===== config.mk =====
export PLATFORM = sky130hd
export DESIGN_NAME = split_crc32c_fingerprint
export DESIGN_NICKNAME = d
export VERILOG_FILES = /design/src/scf_pkg.sv /design/src/scf_crc_unit.sv /design/src/split_crc32c_fingerprint.sv
export VERILOG_INCLUDE_DIRS = /design/src /design/src/src
export SDC_FILE = /design/constraint.sdc
export NUM_CORES = 1
export LEC_CHECK = 0
export ABC_AREA = 1
export BUFFER_PORTS_ARGS = -buffer_cell sky130_fd_sc_hd__buf_2
export CAP_MARGIN = 0
export CORE_ASPECT_RATIO = 0.5
export CORE_MARGIN = 3
export CORE_UTILIZATION = 45
export CTS_CLUSTER_DIAMETER = 200
export CTS_CLUSTER_SIZE = 30
export DETAILED_ROUTE_END_ITERATION = 10
export GPL_TIMING_DRIVEN = 0
export HOLD_SLACK_MARGIN = 0.08
export PLACE_DENSITY = 0.75
export SLEW_MARGIN = 10
export SYNTH_ARGS = -nofsm -noshare
export SYNTH_HDL_FRONTEND = slang
export SYNTH_SLANG_ARGS = --single-unit

===== constraint.sdc =====
create_clock -name i_clk -period 9.3 [get_ports i_clk]
set_input_delay 0.93 -clock i_clk [delete_from_list [all_inputs] [get_ports i_clk]]
set_output_delay 0.93 -clock i_clk [all_outputs]
set_load 0.02 [all_outputs]

===== src/split_crc32c_fingerprint_macros.svh =====
// ----------------------------------------------------------------------------
// split_crc32c_fingerprint assertion macros
// concurrent assertion wrappers, compiled out when ASSERT_OFF is set
// ----------------------------------------------------------------------------
`ifndef SPLIT_CRC32C_FINGERPRINT_MACROS_SVH
`define SPLIT_CRC32C_FINGERPRINT_MACROS_SVH

`ifndef ASSERT_OFF
`define SCF_ASSERT(lbl, clk, rst_n, prop) \
    lbl: assert property (@(posedge clk) disable iff (!rst_n) prop) \
        else $error("scf assertion failed");
`define SCF_ASSERT_NEVER(lbl, clk, rst_n, cond) \
    lbl: assert property (@(posedge clk) disable iff (!rst_n) !(cond)) \
        else $error("scf forbidden condition seen");
`else
`define SCF_ASSERT(lbl, clk, rst_n, prop)
`define SCF_ASSERT_NEVER(lbl, clk, rst_n, cond)
`endif

`endif


===== src/scf_pkg.sv =====
`timescale 1ns / 1ps
// ----------------------------------------------------------------------------
// scf_pkg
// shared constants, types and the bytewise crc-32c update
// ----------------------------------------------------------------------------
package scf_pkg;

    localparam logic [31:0] CRC_POLY_REFL = 32'h82F6_3B78;
    localparam logic [31:0] CRC_INIT      = 32'hFFFF_FFFF;
    localparam logic [31:0] CRC_XOROUT    = 32'hFFFF_FFFF;
    localparam logic [31:0] PRINT_SALT    = 32'h9E37_79B9;

    localparam int LEN_W  = 32;
    localparam int BYTE_W = 8;
    localparam int CRC_W  = 32;

    typedef struct packed {
        logic              en;
        logic              clear;
        logic              feed;
        logic [BYTE_W-1:0] data;
    } t_crc_ctl;

    function automatic logic [CRC_W-1:0] crc_feed(
        input logic [CRC_W-1:0]  crc_in,
        input logic [BYTE_W-1:0] byte_in
    );
        logic [CRC_W-1:0] c;
        c = crc_in ^ {{(CRC_W-BYTE_W){1'b0}}, byte_in};
        for (int k = 0; k < BYTE_W; k++) begin
            if (c[0]) begin
                c = (c >> 1) ^ CRC_POLY_REFL;
            end else begin
                c = c >> 1;
            end
        end
        return c;
    endfunction

endpackage


===== src/scf_crc_unit.sv =====
`timescale 1ns / 1ps
// ----------------------------------------------------------------------------
// scf_crc_unit
// one crc-32c engine: running register with clear and bytewise feed
// ----------------------------------------------------------------------------
module scf_crc_unit (
    input  logic                       i_clk,
    input  logic                       i_rst_n,
    input  scf_pkg::t_crc_ctl          i_ctl,
    output logic [scf_pkg::CRC_W-1:0]  o_crc_next
);

    logic [scf_pkg::CRC_W-1:0] r_crc;
    logic [scf_pkg::CRC_W-1:0] n_crc;
    logic [scf_pkg::CRC_W-1:0] crc_base;

    always_comb begin
        crc_base = i_ctl.clear ? scf_pkg::CRC_INIT : r_crc;
        n_crc    = i_ctl.feed ? scf_pkg::crc_feed(crc_base, i_ctl.data) : crc_base;
    end

    assign o_crc_next = n_crc;

    always_ff @(posedge i_clk) begin
        if (!i_rst_n) begin
            r_crc <= scf_pkg::CRC_INIT;
        end else if (i_ctl.en) begin
            r_crc <= n_crc;
        end
    end

endmodule


===== src/split_crc32c_fingerprint.sv =====
`timescale 1ns / 1ps
// ----------------------------------------------------------------------------
// split_crc32c_fingerprint
// two crc-32c engines over the halves of a message, 128-bit fingerprint out
// ----------------------------------------------------------------------------
// channel   dir  tdata                                  tuser
// s_axis    in   [7:0] byte_value, [39:8] total_length  [0] message_start
// m_axis    out  [63:0] print_high, [127:64] print_low  -
//
// one item per cycle while the result side is not stalled; the result is registered
// after the last byte is accepted (input register, then crc update into the result register)
// the bytewise crc xor network and the 32-bit position compare set the path
// synchronous active-low reset; both crc engines return to all ones, idle
// a stalled result holds in the output register; one more item may wait in
// the input register meanwhile
// ----------------------------------------------------------------------------
`include "split_crc32c_fingerprint_macros.svh"

module split_crc32c_fingerprint (
    input  logic         i_clk,
    input  logic         i_rst_n,
    input  logic         s_axis_tvalid,
    output logic         s_axis_tready,
    input  logic [39:0]  s_axis_tdata,   // byte_value, total_length
    input  logic         s_axis_tuser,   // message_start
    output logic         m_axis_tvalid,
    input  logic         m_axis_tready,
    output logic [127:0] m_axis_tdata    // print_high, print_low
);

    localparam int LEN_W  = scf_pkg::LEN_W;
    localparam int BYTE_W = scf_pkg::BYTE_W;

    // input register
    logic              r_in_valid;
    logic [BYTE_W-1:0] r_in_byte;
    logic              r_in_start;
    logic [LEN_W-1:0]  r_in_len;

    // message state
    logic [LEN_W-1:0]  r_pos;
    logic [LEN_W-1:0]  r_len;

    // output register
    logic              r_out_valid;
    logic [127:0]      r_out_data;

    logic              out_free;
    logic              fire;
    logic [LEN_W-1:0]  len_eff;
    logic [LEN_W-1:0]  pos_eff;
    logic [LEN_W-1:0]  pos_next;
    logic [LEN_W-1:0]  half;
    logic              active;
    logic              empty;
    logic              in_first;
    logic              feed_a;
    logic              feed_b;
    logic              done;
    logic              result;
    logic [127:0]      n_out_data;

    scf_pkg::t_crc_ctl    ctl_a;
    scf_pkg::t_crc_ctl    ctl_b;
    logic [scf_pkg::CRC_W-1:0] crc_a;
    logic [scf_pkg::CRC_W-1:0] crc_b;

    assign out_free      = !r_out_valid || m_axis_tready;
    assign fire          = r_in_valid && out_free;
    assign s_axis_tready = !r_in_valid || fire;

    always_comb begin
        len_eff  = r_in_start ? r_in_len : r_len;
        pos_eff  = r_in_start ? '0 : r_pos;
        active   = r_in_start || (r_pos < r_len);
        empty    = r_in_start && (r_in_len == '0);
        half     = len_eff >> 1;
        in_first = pos_eff < half;
        feed_a   = active && !empty && ((half == '0) || in_first);
        feed_b   = active && !empty && ((half == '0) || !in_first);
        pos_next = pos_eff + LEN_W'(1);
        done     = active && !empty && (pos_next == len_eff);
        result   = empty || done;
    end

    always_comb begin
        ctl_a.en    = fire && active;
        ctl_a.clear = r_in_start;
        ctl_a.feed  = feed_a;
        ctl_a.data  = r_in_byte;
        ctl_b.en    = fire && active;
        ctl_b.clear = r_in_start;
        ctl_b.feed  = feed_b;
        ctl_b.data  = r_in_byte;
    end

    scf_crc_unit u_crc_a (
        .i_clk      (i_clk),
        .i_rst_n    (i_rst_n),
        .i_ctl      (ctl_a),
        .o_crc_next (crc_a)
    );

    scf_crc_unit u_crc_b (
        .i_clk      (i_clk),
        .i_rst_n    (i_rst_n),
        .i_ctl      (ctl_b),
        .o_crc_next (crc_b)
    );

    always_comb begin
        if (empty) begin
            n_out_data = '0;
        end else begin
            n_out_data = {crc_b ^ scf_pkg::CRC_XOROUT, scf_pkg::PRINT_SALT ^ half,
                          crc_a ^ scf_pkg::CRC_XOROUT, len_eff};
        end
    end

    always_ff @(posedge i_clk) begin
        if (!i_rst_n) begin
            r_in_valid <= 1'b0;
        end else if (s_axis_tready) begin
            r_in_valid <= s_axis_tvalid;
        end
    end

    always_ff @(posedge i_clk) begin
        if (!i_rst_n) begin
            r_in_byte  <= '0;
            r_in_len   <= '0;
            r_in_start <= 1'b0;
        end else if (s_axis_tvalid && s_axis_tready) begin
            r_in_byte  <= s_axis_tdata[BYTE_W-1:0];
            r_in_len   <= s_axis_tdata[BYTE_W +: LEN_W];
            r_in_start <= s_axis_tuser;
        end
    end

    always_ff @(posedge i_clk) begin
        if (!i_rst_n) begin
            r_pos <= '0;
            r_len <= '0;
        end else if (fire) begin
            if (r_in_start) begin
                r_len <= r_in_len;
            end
            if (empty) begin
                r_pos <= '0;
            end else if (active) begin
                r_pos <= pos_next;
            end
        end
    end

    always_ff @(posedge i_clk) begin
        if (!i_rst_n) begin
            r_out_valid <= 1'b0;
        end else if (fire && result) begin
            r_out_valid <= 1'b1;
        end else if (m_axis_tready) begin
            r_out_valid <= 1'b0;
        end
    end

    always_ff @(posedge i_clk) begin
        if (fire && result) begin
            r_out_data <= n_out_data;
        end
    end

    assign m_axis_tvalid = r_out_valid;
    assign m_axis_tdata  = r_out_data;

    `SCF_ASSERT(a_pos_in_range, i_clk, i_rst_n, r_pos <= r_len)
    `SCF_ASSERT(a_result_ends_msg, i_clk, i_rst_n, (fire && result) |=> (r_pos == r_len))
    `SCF_ASSERT_NEVER(a_no_overwrite, i_clk, i_rst_n, fire && r_out_valid && !m_axis_tready)
    `SCF_ASSERT_NEVER(a_both_only_short, i_clk, i_rst_n, feed_a && feed_b && (half != '0))

endmodule


==> flow_metrics.py <==
metrics = {
    "run_status": {
        "outcome": "finished clean",
    },
    "floorplanning": {
        "dieArea_mm2": 0.0410,
        "fp.dieW_um": 283,
        "core_mm2": 0.0377,
        "die_h_um": 145,
        "pin_count": 175,
        "core.rowCount": 50,
        "start_util_pct": 46.0,
    },
    "power_and_ir_drop": {
        "combPwrFrac_pct": 37.1,
        "switching_power_uw": 1290,
        "sequentialPowerShare_pct": 42.0,
        "clkPwrFrac_pct": 20.9,
        "leakage_uw": 0.00865,
        "p_per_area_mw_per_mm2": 175,
        "ir_drop_mv": 0.108,
        "p_sw_share_pct": 38.3,
        "intPower_uw": 2080,
    },
    "yosys": {
        "synthTopCellsByArea": "edfxtp_1 20%, dfxtp_1 20%, nand2_1 14%",
        "yosysTopAreaCell": "edfxtp_1",
        "netlist_area_mm2": 0.0173,
        "ys_ff_latch": 287,
        "synthAdderAreaFrac_pct": 4.41,
        "syn_nets": 2452,
        "synth_xor_area_share_pct": 9.10,
        "ys_warn_count": 0,
        "avgSynthCellArea_um2": 7.38,
        "muxShareOfSynthArea_pct": 0,
        "synth_top_family_by_area": "simple AND/OR/NAND/NOR gates",
        "yosysSeqAreaShare_pct": 39.9,
        "syn_inst": 2346,
        "synth_top_area_share_pct": 20.1,
        "synth-simple-area-share_pct": 29.3,
        "synth.distinct_cells": 43,
        "synth_compound_area_share_pct": 9.80,
    },
    "timing": {
        "setup_violations": 0,
        "tightestPinTransition_ns": 0.893,
        "finalHoldViolCount": 0,
        "timing.final.crit_share_pct": 78.2,
        "max_freq_mhz": 138,
        "relSlewSlack_pct": 40.5,
        "fin_ws_ns": 2.03,
        "slew_viol_final": 0,
        "layout_min_cycle_time_ns": 7.27,
        "rsz0062_at_grt": "no",
        "clock_skew_ns": 0.0383,
    },
    "worst_setup_path": {
        "worstPathRequired_ns": 9.51,
        "worstSetupPathType": "reg -> reg",
        "reg2regPathDepth": 25,
        "arrival_ns": 7.49,
        "worstPathMaxFanout": 26,
        "cp-start-kind": "register",
        "end_kind": "register",
    },
    "place": {
        "dpl.hpwl_um": 47300,
        "gp_congestion": 1.01,
        "portBuffers": 174,
        "preCtsSetupSlack_ns": 2.39,
    },
    "detailed_routing": {
        "drc": 0,
        "wl_per_cell_um": 19.8,
        "drt_first_pass_iters": 6,
        "ant_nets": 0,
        "drt-total-wl_um": 60700,
        "viasPerCell": 5.51,
        "drt_iter0_drc": 2127,
        "vias": 16871,
    },
    "clock_tree": {
        "cts-hold-fix-buffers": 0,
        "post_cts_buffers": 0,
        "clock_path_buffers": 3,
        "clkSinkCount": 287,
        "h-tree-depth": 1,
        "clk_latency_ns": 0.54,
        "cts_inserted_buffers": 13,
        "root_buffer": "clkbuf_16",
        "cts_tree": "built",
        "cts_resized": 0,
        "clkTransAtPathRegs_ns": 0.13,
    },
    "worst_hold_path": {
        "hold_depth": 2,
        "min_path_type": "reg -> reg",
    },
    "global_routing": {
        "overflow": 0,
        "grt_pass1_wl_um": 91000,
        "grt_max_degree": 32,
        "grt_pass1_vias": 15454,
        "grt_use_total_pct": 28.8,
        "antenna_found_initial": 0,
    },
    "finish": {
        "diodes": 0,
        "layout_commonest_cell": "nand2_1",
        "most-common-layout-cells": "639 x nand2_1, 264 x nand3_1, 205 x buf_2",
        "fin_util_pct": 51.3,
        "fin_nets": 2645,
        "synthToLayoutAreaGrowth_pct": 11.5,
        "drive_gt1_share_pct": 11.2,
    },
    "job": {
        "drv_cap": 0,
    },
}
[cell usage after synthesis (all sizes together)]
| library cell | instances |
|---|---|
| nor4b | 1 |
| a211oi | 1 |
| o21ai | 120 |
| nor4 | 7 |
| o211ai | 3 |
| nand2 | 650 |
| xnor2 | 28 |
| or3b | 1 |
| a31oi | 1 |
| nor3b | 1 |
| and2 | 4 |
| clkbuf | 50 |
| buf | 60 |
| xor3 | 1 |
| nor2 | 190 |
| inv | 202 |
| nand3 | 265 |
| o21bai | 1 |
| nor3 | 9 |
| ha | 61 |
| o21a | 3 |
| a21boi | 2 |
| nand3b | 20 |
| edfxtp | 116 |
| a21oi | 201 |
| nand4 | 29 |
| o221ai | 1 |
| xor2 | 141 |
| dfxtp | 171 |
| or2 | 6 |
[flip-flops by register name, summed over array words and instances, names as in the netlist]
name / count
m_axis_tvalid: 1
r_in_valid: 1
r_in_start: 1
u_crc_a.r_crc: 32
r_in_byte: 8
r_in_len: 32
r_pos: 32
r_len: 32
m_axis_tdata: 116
u_crc_b.r_crc: 32
[power groups by stage]
stage                     clock [uW]  sequential (uW)  combinational (uW)
final                            707             1420                1250
after detailed placement           0             1440                1220
after global routing             753             1420                1380
after global placement             0             1440                1210
after floorplan                    0             1440                 896
after CTS                        719             1420                1230
[per-layer routing]
layer / part of all wire (%) / vias to the layer above / GRT usage [%]
met5: 0 / - / 0
met4: 3.2 / 0 / 8.72
met3: 8.8 / 111 / 3.97
met2: 44 / 788 / 45.9
met1: 44 / 7888 / 41.0
li1: - / 8084 / -
[cell families after synthesis]
| logic type | count (synthesis) |
|---|---|
| buffers and inverters | 312 |
| adder cells (fa/ha/maj) | 61 |
| AO/OA/AOI/OAI | 333 |
| flip-flops | 287 |
| AND/OR/NAND/NOR | 1183 |
| XOR/XNOR | 170 |
[final cells by class]
cell class / instances / area [um^2]
Tap cell: 520 / 651
Buffer: 110 / 549
Multi-Input combinational cell: 1747 / 9110
Sequential cell: 287 / 6910
Fill cell: 3790 / 18400
Clock buffer: 18 / 344
Timing Repair Buffer: 178 / 958
Clock inverter: 2 / 25.0
Inverter: 202 / 758
[critical path, stage by stage (launching register included)]
cell and delay, ns:
dfxtp_1 0.33, buf_6 0.15, buf_6 0.17, buf_6 0.18, buf_2 0.26, buf_2 0.35, buf_2 0.33, buf_1 0.42
nor2_1 0.27, ha_1 0.25, nand3_1 0.15, nor2_1 0.55, nand2_1 0.32, nor2_1 0.71, nand2_1 0.18, nand2_1 0.14
nand2_1 0.05, nand2_1 0.12, nand2_1 0.07, nor2_1 0.20, nand3_1 0.11, nor3_1 0.24, nand2_1 0.19, a21oi_4 0.67
buf_12 0.27, buf_12 0.22
[through the flow]
stage | std cells | setup TNS (ns) | cell area, um^2 | power (uW) | hold slack [ns]
floorplan | 2346 | 0 | 17300 | 2340 | 0.434
finish | 3064 | 0 | 19300 | 3380 | 0.473
global placement | 3040 | -159.46 | 18800 | 2650 | 0.441
detailed placement | 3044 | 0 | 18900 | 2670 | 0.448
CTS | 3064 | 0 | 19300 | 3370 | 0.475
global route | 3064 | 0 | 19300 | 3550 | 0.496
[worst paths after layout]
path,from,endpoint,slack (ns)
setup / recovery,r_in_start$_SDFFE_PN0P_,m_axis_tdata[80]$_SDFFCE_PP0P_,2.03
hold / removal,u_crc_a.r_crc[24]$_SDFFE_PN1P_,u_crc_a.r_crc[24]$_SDFFE_PN1P_,0.47
setup reg to reg,r_in_start$_SDFFE_PN0P_,m_axis_tdata[80]$_SDFFCE_PP0P_,2.03
hold reg to reg,u_crc_a.r_crc[24]$_SDFFE_PN1P_,u_crc_a.r_crc[24]$_SDFFE_PN1P_,0.47
No activity file was read; power rests on OpenSTA's default activity.
